$ cat src/assert_macros.svh
// Assertion helpers shared by the RTL. Both macros sample on the rising edge
// of clk and are disabled while rst_n is low; the names clk and rst_n must be
// visible where a macro is used.
`ifndef ASSERT_MACROS_SVH
`define ASSERT_MACROS_SVH

// The condition must hold at every sampled edge outside reset.
`define ASSERT_ALWAYS(label, cond, msg) \
    label: assert property (@(posedge clk) disable iff (!rst_n) (cond)) else $error(msg);

// When the trigger holds, the consequence must hold in the next cycle.
`define ASSERT_NEXT(label, trig, cons, msg) \
    label: assert property (@(posedge clk) disable iff (!rst_n) (trig) |=> (cons)) \
        else $error(msg);

`endif

$ cat src/slm_pkg.sv
// ----------------------------------------------------------------------------
// slm_pkg
// Types and constants shared by the sorted list merge core.
// ----------------------------------------------------------------------------
`timescale 1ns / 1ps
`default_nettype none

package slm_pkg;

    localparam int DATA_W    = 32;
    localparam int DEPTH_DEF = 32;

    typedef enum logic [1:0] {
        OP_PUSH_FIRST  = 2'd0,
        OP_PUSH_SECOND = 2'd1,
        OP_RUN         = 2'd2
    } op_t;

    typedef enum logic [1:0] {
        ST_IDLE,
        ST_FETCH,
        ST_PICK,
        ST_EMPTY
    } state_t;

    typedef struct packed {
        op_t                      op;
        logic signed [DATA_W-1:0] value;
    } cmd_t;

    typedef struct packed {
        logic signed [DATA_W-1:0] value_res;
        logic                     last;
        logic                     empty_res;
    } res_t;

endpackage

`default_nettype wire

$ cat src/sorted_list_merge_core.sv
// ----------------------------------------------------------------------------
// sorted_list_merge_core
// Two lists of signed words are filled by push commands; a run command merges
// them through one signed comparator into a single result stream.
// ----------------------------------------------------------------------------
//  Channel | Direction | Handshake        | Payload
//  cmd     | in        | cmd_valid/ready  | cmd_t: op, value
//  res     | out       | res_valid/ready  | res_t: value_res, last, empty_res
//
// A push is accepted in the idle step. A run is accepted in the idle step and then
// each result takes a fetch step (memory read) and then a pick step (compare
// and load); a run of two empty lists goes to the empty step instead. The
// registered read of the list memories is why each result needs its fetch step.
// A pending result that is not taken stalls the sequencer in its pick or empty step.
// Reset clears the counts and control state; list memories are not cleared.
// ----------------------------------------------------------------------------
`timescale 1ns / 1ps
`default_nettype none

module sorted_list_merge_core
    import slm_pkg::*;
#(
    parameter int DEPTH = DEPTH_DEF
)
(
    input  wire logic clk,
    input  wire logic rst_n,
    input  wire logic cmd_valid,
    output logic      cmd_ready,
    input  wire cmd_t cmd,
    output logic      res_valid,
    input  wire logic res_ready,
    output res_t      res
);

    localparam int ADDR_W = (DEPTH > 1) ? $clog2(DEPTH) : 1;

    logic              first_wr_en;
    logic              second_wr_en;
    logic [ADDR_W-1:0] first_wr_addr;
    logic [ADDR_W-1:0] second_wr_addr;
    logic [DATA_W-1:0] wr_data;
    logic [ADDR_W-1:0] first_rd_addr;
    logic [ADDR_W-1:0] second_rd_addr;
    logic [DATA_W-1:0] first_rd_data;
    logic [DATA_W-1:0] second_rd_data;

    slm_merge_ctrl #(
        .DEPTH (DEPTH)
    ) u_ctrl (
        .clk            (clk),
        .rst_n          (rst_n),
        .cmd_valid      (cmd_valid),
        .cmd_ready      (cmd_ready),
        .cmd            (cmd),
        .res_valid      (res_valid),
        .res_ready      (res_ready),
        .res            (res),
        .first_wr_en    (first_wr_en),
        .second_wr_en   (second_wr_en),
        .first_wr_addr  (first_wr_addr),
        .second_wr_addr (second_wr_addr),
        .wr_data        (wr_data),
        .first_rd_addr  (first_rd_addr),
        .second_rd_addr (second_rd_addr),
        .first_rd_data  (first_rd_data),
        .second_rd_data (second_rd_data)
    );

    slm_list_mem #(
        .DEPTH (DEPTH)
    ) u_first_mem (
        .clk     (clk),
        .wr_en   (first_wr_en),
        .wr_addr (first_wr_addr),
        .wr_data (wr_data),
        .rd_addr (first_rd_addr),
        .rd_data (first_rd_data)
    );

    slm_list_mem #(
        .DEPTH (DEPTH)
    ) u_second_mem (
        .clk     (clk),
        .wr_en   (second_wr_en),
        .wr_addr (second_wr_addr),
        .wr_data (wr_data),
        .rd_addr (second_rd_addr),
        .rd_data (second_rd_data)
    );

endmodule

`default_nettype wire

$ cat src/slm_list_mem.sv
// ----------------------------------------------------------------------------
// slm_list_mem
// Storage for one list: one write port, one read port with registered data.
// ----------------------------------------------------------------------------
`timescale 1ns / 1ps
`default_nettype none

module slm_list_mem
    import slm_pkg::*;
#(
    parameter int DEPTH = DEPTH_DEF
)
(
    input  wire logic                                         clk,
    input  wire logic                                         wr_en,
    input  wire logic [((DEPTH > 1) ? $clog2(DEPTH) : 1)-1:0] wr_addr,
    input  wire logic [DATA_W-1:0]                            wr_data,
    input  wire logic [((DEPTH > 1) ? $clog2(DEPTH) : 1)-1:0] rd_addr,
    output logic      [DATA_W-1:0]                            rd_data
);

    logic [DATA_W-1:0] mem_reg [DEPTH];
    logic [DATA_W-1:0] rd_data_reg;

    always_ff @(posedge clk)
    begin
        if (wr_en)
        begin
            mem_reg[wr_addr] <= wr_data;
        end
    end

    always_ff @(posedge clk)
    begin
        rd_data_reg <= mem_reg[rd_addr];
    end

    assign rd_data = rd_data_reg;

endmodule

`default_nettype wire

$ cat src/slm_merge_ctrl.sv
// ----------------------------------------------------------------------------
// slm_merge_ctrl
// Command decode, list counters and the merge sequencer with its one shared
// signed comparator and the result register.
// ----------------------------------------------------------------------------
`timescale 1ns / 1ps
`default_nettype none
`include "assert_macros.svh"

module slm_merge_ctrl
    import slm_pkg::*;
#(
    parameter int DEPTH = DEPTH_DEF
)
(
    input  wire logic                                         clk,
    input  wire logic                                         rst_n,
    input  wire logic                                         cmd_valid,
    output logic                                              cmd_ready,
    input  wire cmd_t                                         cmd,
    output logic                                              res_valid,
    input  wire logic                                         res_ready,
    output res_t                                              res,
    output logic                                              first_wr_en,
    output logic                                              second_wr_en,
    output logic [((DEPTH > 1) ? $clog2(DEPTH) : 1)-1:0]      first_wr_addr,
    output logic [((DEPTH > 1) ? $clog2(DEPTH) : 1)-1:0]      second_wr_addr,
    output logic [DATA_W-1:0]                                 wr_data,
    output logic [((DEPTH > 1) ? $clog2(DEPTH) : 1)-1:0]      first_rd_addr,
    output logic [((DEPTH > 1) ? $clog2(DEPTH) : 1)-1:0]      second_rd_addr,
    input  wire logic [DATA_W-1:0]                            first_rd_data,
    input  wire logic [DATA_W-1:0]                            second_rd_data
);

    localparam int ADDR_W = (DEPTH > 1) ? $clog2(DEPTH) : 1;
    localparam int CNT_W  = $clog2(DEPTH + 1);

    state_t            state_reg, state_next;
    logic [CNT_W-1:0]  first_cnt_reg, first_cnt_next;
    logic [CNT_W-1:0]  second_cnt_reg, second_cnt_next;
    logic [CNT_W-1:0]  i_reg, i_next;
    logic [CNT_W-1:0]  j_reg, j_next;
    logic              res_valid_reg, res_valid_next;
    res_t              res_reg, res_next;

    logic              cmd_fire;
    logic              slot_free;
    logic              load;
    logic              take_first;
    logic              first_left;
    logic              second_left;
    logic              heads_le;
    logic [CNT_W-1:0]  i_inc;
    logic [CNT_W-1:0]  j_inc;
    logic              pick_last;
    res_t              pick_res;
    logic              cnt_in_range;
    logic              idx_in_range;
    logic              run_cleared;

    // ------------------------------------------------------------------
    // Shared compare unit and pick selection.
    // ------------------------------------------------------------------
    assign first_left  = (i_reg < first_cnt_reg);
    assign second_left = (j_reg < second_cnt_reg);
    assign heads_le    = ($signed(first_rd_data) <= $signed(second_rd_data));
    assign take_first  = first_left && (!second_left || heads_le);
    assign i_inc       = i_reg + CNT_W'(1);
    assign j_inc       = j_reg + CNT_W'(1);

    // The pick is the final one when both lists are used up after it.
    assign pick_last = take_first ? ((i_inc == first_cnt_reg) && (j_reg == second_cnt_reg))
                                  : ((i_reg == first_cnt_reg) && (j_inc == second_cnt_reg));

    assign slot_free = !res_valid_reg || res_ready;
    assign cmd_fire  = cmd_valid && cmd_ready;

    // ------------------------------------------------------------------
    // Outputs of the sequencer.
    // ------------------------------------------------------------------
    always_comb
    begin
        cmd_ready    = 1'b0;
        load         = 1'b0;
        first_wr_en  = 1'b0;
        second_wr_en = 1'b0;
        pick_res     = '0;
        case (state_reg)
            ST_IDLE:
            begin
                cmd_ready = 1'b1;
                if (cmd_valid)
                begin
                    case (cmd.op)
                        OP_PUSH_FIRST:  first_wr_en  = (first_cnt_reg < CNT_W'(DEPTH));
                        OP_PUSH_SECOND: second_wr_en = (second_cnt_reg < CNT_W'(DEPTH));
                        default:        ;
                    endcase
                end
            end
            ST_FETCH:
            begin
            end
            ST_PICK:
            begin
                load               = slot_free;
                pick_res.value_res = take_first ? first_rd_data : second_rd_data;
                pick_res.last      = pick_last;
                pick_res.empty_res = 1'b0;
            end
            ST_EMPTY:
            begin
                load               = slot_free;
                pick_res.value_res = '0;
                pick_res.last      = 1'b1;
                pick_res.empty_res = 1'b1;
            end
            default:
            begin
            end
        endcase
    end

    // ------------------------------------------------------------------
    // Next state.
    // ------------------------------------------------------------------
    always_comb
    begin
        state_next = state_reg;
        case (state_reg)
            ST_IDLE:
            begin
                if (cmd_valid && (cmd.op == OP_RUN))
                begin
                    if ((first_cnt_reg == '0) && (second_cnt_reg == '0))
                    begin
                        state_next = ST_EMPTY;
                    end
                    else
                    begin
                        state_next = ST_FETCH;
                    end
                end
            end
            ST_FETCH:
            begin
                state_next = ST_PICK;
            end
            ST_PICK:
            begin
                if (load)
                begin
                    state_next = pick_last ? ST_IDLE : ST_FETCH;
                end
            end
            ST_EMPTY:
            begin
                if (load)
                begin
                    state_next = ST_IDLE;
                end
            end
            default:
            begin
                state_next = ST_IDLE;
            end
        endcase
    end

    // ------------------------------------------------------------------
    // Counters, read indexes and the result register.
    // ------------------------------------------------------------------
    always_comb
    begin
        first_cnt_next  = first_cnt_reg;
        second_cnt_next = second_cnt_reg;
        i_next          = i_reg;
        j_next          = j_reg;
        res_next        = res_reg;
        res_valid_next  = res_valid_reg && !res_ready;

        if (first_wr_en)
        begin
            first_cnt_next = first_cnt_reg + CNT_W'(1);
        end
        if (second_wr_en)
        begin
            second_cnt_next = second_cnt_reg + CNT_W'(1);
        end
        if (cmd_fire && (cmd.op == OP_RUN))
        begin
            i_next = '0;
            j_next = '0;
        end
        if (load)
        begin
            res_next       = pick_res;
            res_valid_next = 1'b1;
            if (state_reg == ST_PICK)
            begin
                if (take_first)
                begin
                    i_next = i_inc;
                end
                else
                begin
                    j_next = j_inc;
                end
                if (pick_last)
                begin
                    first_cnt_next  = '0;
                    second_cnt_next = '0;
                end
            end
        end
    end

    always_ff @(posedge clk or negedge rst_n)
    begin
        if (!rst_n)
        begin
            state_reg      <= ST_IDLE;
            first_cnt_reg  <= '0;
            second_cnt_reg <= '0;
            i_reg          <= '0;
            j_reg          <= '0;
            res_valid_reg  <= 1'b0;
        end
        else
        begin
            state_reg      <= state_next;
            first_cnt_reg  <= first_cnt_next;
            second_cnt_reg <= second_cnt_next;
            i_reg          <= i_next;
            j_reg          <= j_next;
            res_valid_reg  <= res_valid_next;
        end
    end

    always_ff @(posedge clk)
    begin
        res_reg <= res_next;
    end

    assign res            = res_reg;
    assign res_valid      = res_valid_reg;
    assign wr_data        = cmd.value;
    assign first_wr_addr  = first_cnt_reg[ADDR_W-1:0];
    assign second_wr_addr = second_cnt_reg[ADDR_W-1:0];
    assign first_rd_addr  = i_reg[ADDR_W-1:0];
    assign second_rd_addr = j_reg[ADDR_W-1:0];

    // ------------------------------------------------------------------
    // Assertions.
    // ------------------------------------------------------------------
    assign cnt_in_range = (first_cnt_reg <= CNT_W'(DEPTH)) && (second_cnt_reg <= CNT_W'(DEPTH));
    assign idx_in_range = (state_reg == ST_IDLE) ||
                          ((i_reg <= first_cnt_reg) && (j_reg <= second_cnt_reg));
    assign run_cleared  = (state_reg == ST_IDLE) && (first_cnt_reg == '0) &&
                          (second_cnt_reg == '0);

    `ASSERT_ALWAYS(a_cnt_bound, cnt_in_range, "list count exceeds depth")
    `ASSERT_ALWAYS(a_idx_bound, idx_in_range, "merge index passed its list count")
    `ASSERT_NEXT(a_last_clears, load && pick_res.last, run_cleared, "run left open after last result")
    `ASSERT_NEXT(a_no_load_busy, load && !slot_free, 1'b0, "result overwritten while pending")

endmodule

`default_nettype wire
$ cat config.mk
export PLATFORM = sky130hd
export DESIGN_NAME = sorted_list_merge_core
export DESIGN_NICKNAME = d
export VERILOG_FILES = /design/src/slm_pkg.sv /design/src/sorted_list_merge_core.sv /design/src/slm_list_mem.sv /design/src/slm_merge_ctrl.sv
export VERILOG_INCLUDE_DIRS = /design/src /design/src/src
export SDC_FILE = /design/constraint.sdc
export NUM_CORES = 2
export LEC_CHECK = 0
export BUFFER_PORTS_ARGS = -buffer_cell sky130_fd_sc_hd__buf_2
export CORE_UTILIZATION = 50
export CTS_CLUSTER_DIAMETER = 40
export DETAILED_ROUTE_END_ITERATION = 8
export PLACE_DENSITY = 0.63
export SLEW_MARGIN = 10
export SYNTH_ARGS = -nofsm -noshare
export SYNTH_HDL_FRONTEND = slang
export SYNTH_SLANG_ARGS = --single-unit
$ cat constraint.sdc
create_clock -name clk -period 5.62 [get_ports clk]
set_clock_uncertainty 0.15 [all_clocks]
set_input_delay 0 -clock clk [delete_from_list [all_inputs] [get_ports clk]]
set_output_delay 0 -clock clk [all_outputs]
set_load 0.02 [all_outputs]
* Yosys cells after proc, flatten, opt, wreduce, memory -nomap -nowiden *
Memories as Yosys holds them, arrays and structs flattened. A register that Yosys moved wholly into a read port is not among the register bits.
Cells that the tools add are included.
Widths: inputs -> output; s select.

cells by class
  mux-type cells = 38
  add/sub/neg operators = 4
  eq/ne operators = 12
  reductions and logical operators = 19
  order comparisons = 5

operators with widths
  cell                 count
  $mux 6               16
  $pmux 34 s2          1
  $le 32x32->1         1
  $mux 32              1
  $add 6x1->6 const B  4
  $eq 6x6->1           4
  $mux 1               15
  $logic_not 6->1      2
  $lt 6x6->1           2
  $lt 6x6->1 const B   2
  $logic_and 1x1->1    8
  $mux 2               4
  $pmux 2 s4           1
  $eq 2x2->1 const B   3
  $ne 2x1->1 const B   3
  $eq 2x1->1 const B   2
  $logic_not 2->1      2
  $logic_not 1->1      3
  $reduce_and 3->1     1
  $logic_or 1x1->1     2
  $reduce_or 2->1      1

word-level totals
  word-level logic and storage cells = 89
  output and inout bits = 36
  memories = 2
  input bits = 38
  flip-flop bits (word level) = 61
  bits in writable memories = 2,048

memory list
  name                  depth  width  read ports  clocked after Yosys merged registers in  write ports  line                source
  u_first_mem.mem_reg   32     32     1           1                                        1            slm_list_mem.sv:22  logic [DATA_W-1:0] mem_reg [DEPTH];
  u_second_mem.mem_reg  32     32     1           1                                        1            slm_list_mem.sv:22

* Longest topological paths before layout *
  depth after elaboration = 8
  mapped depth = 14
  mapped depth without buffers = 9

* Hierarchy *
Synthesis repeated with hierarchy kept, for this count alone.

second synthesis, totals
  cell total of the unflattened synthesis = 4,999
  area, all modules = 85,614.6 um2

by module, submodules not included
  module          cells each  area an instance (um2)  instances
  slm_list_mem    2,260       40,485.1                2
  slm_merge_ctrl  479         4,644.5                 1

* Least setup slack after synthesis *
Ideal clock, no wire load.

  path type = reg-to-reg
  start = register u_ctrl.state_reg[1]
  end = memory u_first_mem.mem_reg[15][0], enable pin
  arrival = 3.832 ns
  library setup time = 0.461 ns
  path slack = 1.177 ns
  period minus slack after synthesis = 4.443 ns
  stages on the path, launching flop included = 6
  data required time = 5.009 ns
  cells stage by stage = dfrtp_1 > nor2_1 > nand3b_1 > nor3_2 > nand3_1 > nor3_1

on the way
  longest elaborated chain between the ends = 4

RTL lines
  element                       line                   source
  start, declared               slm_merge_ctrl.sv:38   state_t state_reg, state_next;
  start signal, assigned        slm_merge_ctrl.sv:231  state_reg <= state_next;
  $logic_not 2->1               n/a
  $mux 1                        slm_merge_ctrl.sv:88   case (state_reg)
  $mux 1                        slm_list_mem.sv:27     if (wr_en)
  $mux 1 (not written as such)  slm_list_mem.sv:29     mem_reg[wr_addr] <= wr_data;
  end, declared                 slm_list_mem.sv:22

Every way passes these cells.

* Final worst setup path *
  start = register u_ctrl.state_reg[1]
  end = memory u_first_mem.mem_reg[3][8], enable pin

The elaborated chain is that of the path after synthesis.

==> metrics.txt <==
DRT Pass-1 Iters=9; Setup CP Type=register to register; Antenna diodes=0; worst slew pin tran=1.25 ns; maximum clock path buffer count=4; fin crit share=0.738; # H-tree levels=5; status=finished, violations left; WHS Path Cells=2; Syn Nets=3590; Tot GR Track Use=0.237; RSZ-0062 raised after global routing=false; Register-to-Register Path Depth=7; Setup Viol. Count Final=0; worst hold path type=input pin to register; Synth area leaders=edfxtp_1 75%, mux4_2 17%, dfxtp_1 1.5%; crit-path cells=nor2_1 > nand3b_1 > nor3_2 > dlygate4sd3_1 > nand2_1 > nor2_4 > buf_4; Die ar.=168000 sq um; Final Non-Filler Cells=6235; CP Max Fanout=18; register-to-register setup slack=1.47 ns; synthesis-to-finish area growth=16.0%; initial antenna violation count=3; post-synthesis cell area=83400 sq um; die width=410 um; CP Data Arrival Time=4.57 ns; Final min period=4.15 ns; Yosys reg bits=2173; largest net degree at the start of global routing=133; Residual DRC=6; WHS Endpoint=u_first_mem.mem_reg[23][20]; Required @ worst endpoint=6.05 ns; synthesized area per cell=23.8 sq um; most common cell after layout, fill and taps aside=edfxtp_1; final WL=196000 um; most frequent cells in the layout=2082 x edfxtp_1, 640 x mux4_2, 286 x clkbuf_16; count of flip-flops with a built-in enable after synthesis=2082; GR Layer Usage met1=0.356; Max Cap Viol=0; Routed Antenna Nets=0; Hold Crit Start=cmd[20]; Critical Path End Type=register; slowest library cell on the worst path=nor2_4; Peak Freq=0.241 GHz; Clock Latency Late Sink=0.91 ns; top-area cell type share of the netlist area=0.750; Setup Buffers After CTS=0; CTS Sinks=2173; Worst setup SP type=register; Seq/Total Area, Yosys=0.774; # rows=149; Reg clk slew, reported paths=0.06 ns; total number of vias=38400; Leak Pwr=30.5 nW; Peak VDD IR=0.000453 V; synth warn=0; Crit path buffers/inverters=2; GRT Max-Usage Layer=met2; pre-CTS WS=1.73 ns; post-synth cell types=52; CTS buffer count=279; ys async rst share=0.0124; met3 Track Usage GR=0.0449; core area=165000 sq um; gr ovfl total=0; routed wire length per instance=31.4 um; PwrDens=476 nW/um^2; drt initial violations=4474; CTS tree=built; Largest delay share family, worst path=simple AND/OR/NAND/NOR gates; port bufs=73; # IOs=74; initial core utilization=0.505; reg-to-reg startpoint=u_ctrl.state_reg[1]; Slew Limit Headroom=0.164; Slew Limit Fails=0; DP Cell Count=5707; Layout Nets=3941; endpoints failing hold=0; Final HPWL DP=108000 um; clock root buffer=clkbuf_16; M2 GR Usage=0.363; first-pass GRT wire length=284000 um; GPL Wtd Cong=0.866; reg2reg end=u_first_mem.mem_reg[3][8]; failing checks=DRC; top cell type by total area after synthesis=edfxtp_1; Final WS setup=1.47 ns; WHS=0.0643 ns; setup TNS=0 ns; cells after synthesis=3498; layout cells sized above 1=0.344; Via density=6.16; CP max stage delay=0.81 ns; Die Y-Extent=410 um; most used flip-flop cell after synthesis=edfxtp_1; number of global-route vias before repair=39200
==> cell families (layout without fill, tap and decap cells) <==
logic type	Yosys count	after routing	synth area share
simple gates	230	230	0.0124
fa+ha+maj	54	54	0.00811
mux	746	746	0.187
buf+inv	222	770	0.0128
flops	2173	2173	0.774
compound gates	49	49	0.00399
xor+xnor	24	24	0.00252
==> timing repair <==
| action | CTS | global route |
|---|---|---|
| hold buffers | 44 | 3 |
| hold endpoints to repair | 2142 | 51 |
| gates resized for setup | 0 | 0 |
| endpoints found under the setup margin | 0 | 0 |
==> Yosys cell counts (2+ instances only) <==
library cell / n
xnor2_1: 21
o211ai_1: 2
a21oi_1: 16
nor4_1: 6
edfxtp_1: 2082
ha_1: 54
xor2_1: 3
o211a_1: 2
dfrtp_1: 27
nand3b_1: 2
nand2_1: 40
nand3_1: 24
buf_4: 45
nand4_1: 12
nor2b_1: 5
mux2i_1: 41
inv_1: 49
nor3_1: 7
o21ai_0: 7
dfxtp_1: 64
nand2b_1: 7
nor2_1: 115
and4_1: 4
a31o_2: 3
buf_6: 5
a221oi_1: 3
mux2_2: 65
a211o_1: 2
clkbuf_1: 80
a21o_1: 4
mux4_2: 640
buf_2: 22
buf_1: 20
==> layer usage <==
layer / part of all wire / routed length, um / vias to the layer above
met5: 0 / 0 / -
met4: 0.019 / 3810 / 0
met3: 0.075 / 14700 / 276
met2: 0.48 / 93100 / 1610
met1: 0.43 / 84000 / 20900
li1: - / - / 15600
==> final cells by class <==
cell class | count | area (sq um)
fillers | 11600 | 68500
flip-flops and latches | 2173 | 64500
multi-input cells | 1103 | 18300
clock buffers | 337 | 7420
well taps | 2189 | 2740
repair buffers | 242 | 1980
clock inverters | 141 | 1550
inverters | 50 | 188
==> through the flow <==
| step | cell area (sq um) | utilization | power [mW] |
|---|---|---|---|
| after CTS | 96600 | 0.585 | 46.5 |
| after global routing | 96700 | 0.585 | 47.6 |
| after floorplan | 83400 | - | 26.3 |
| after detailed placement | 87200 | 0.528 | 29.2 |
| after global placement | 87200 | 0.528 | 29.2 |
| final | 96700 | 0.585 | 46.0 |
==> worst max path at each step <==
stage                        startpoint                           to  depth (start not counted)
floorplan           u_ctrl.state_reg[1]   u_first_mem.mem_reg[15][0]                          5
global placement    u_ctrl.state_reg[1]   u_first_mem.mem_reg[4][30]                          6
detailed placement  u_ctrl.state_reg[1]   u_first_mem.mem_reg[5][25]                          6
CTS                 u_ctrl.state_reg[1]  u_first_mem.mem_reg[31][15]                          7
global route        u_ctrl.state_reg[1]  u_first_mem.mem_reg[31][15]                          7
finish              u_ctrl.state_reg[1]    u_first_mem.mem_reg[3][8]                          7
==> worst reg2reg max path, stage by stage, from the launching register on <==
cell	delay (ns)
dfrtp_1	0.44
nor2_1	0.27
nand3b_1	0.25
nor3_2	0.35
dlygate4sd3_1	0.78
nand2_1	0.33
nor2_4	0.81
buf_4	0.43
==> where the power goes <==
part | leakage (nW) | internal (mW) | switching (mW) | total [mW]
Clock | 4.34 | 10.6 | 6.61 | 17.2
Sequential | 19.6 | 18.3 | 0.591 | 18.9
Combinational | 6.62 | 4.89 | 5.00 | 9.89
Total | 30.5 | 33.8 | 12.2 | 46.0
Note: power is estimated with default switching activity, not from simulation.
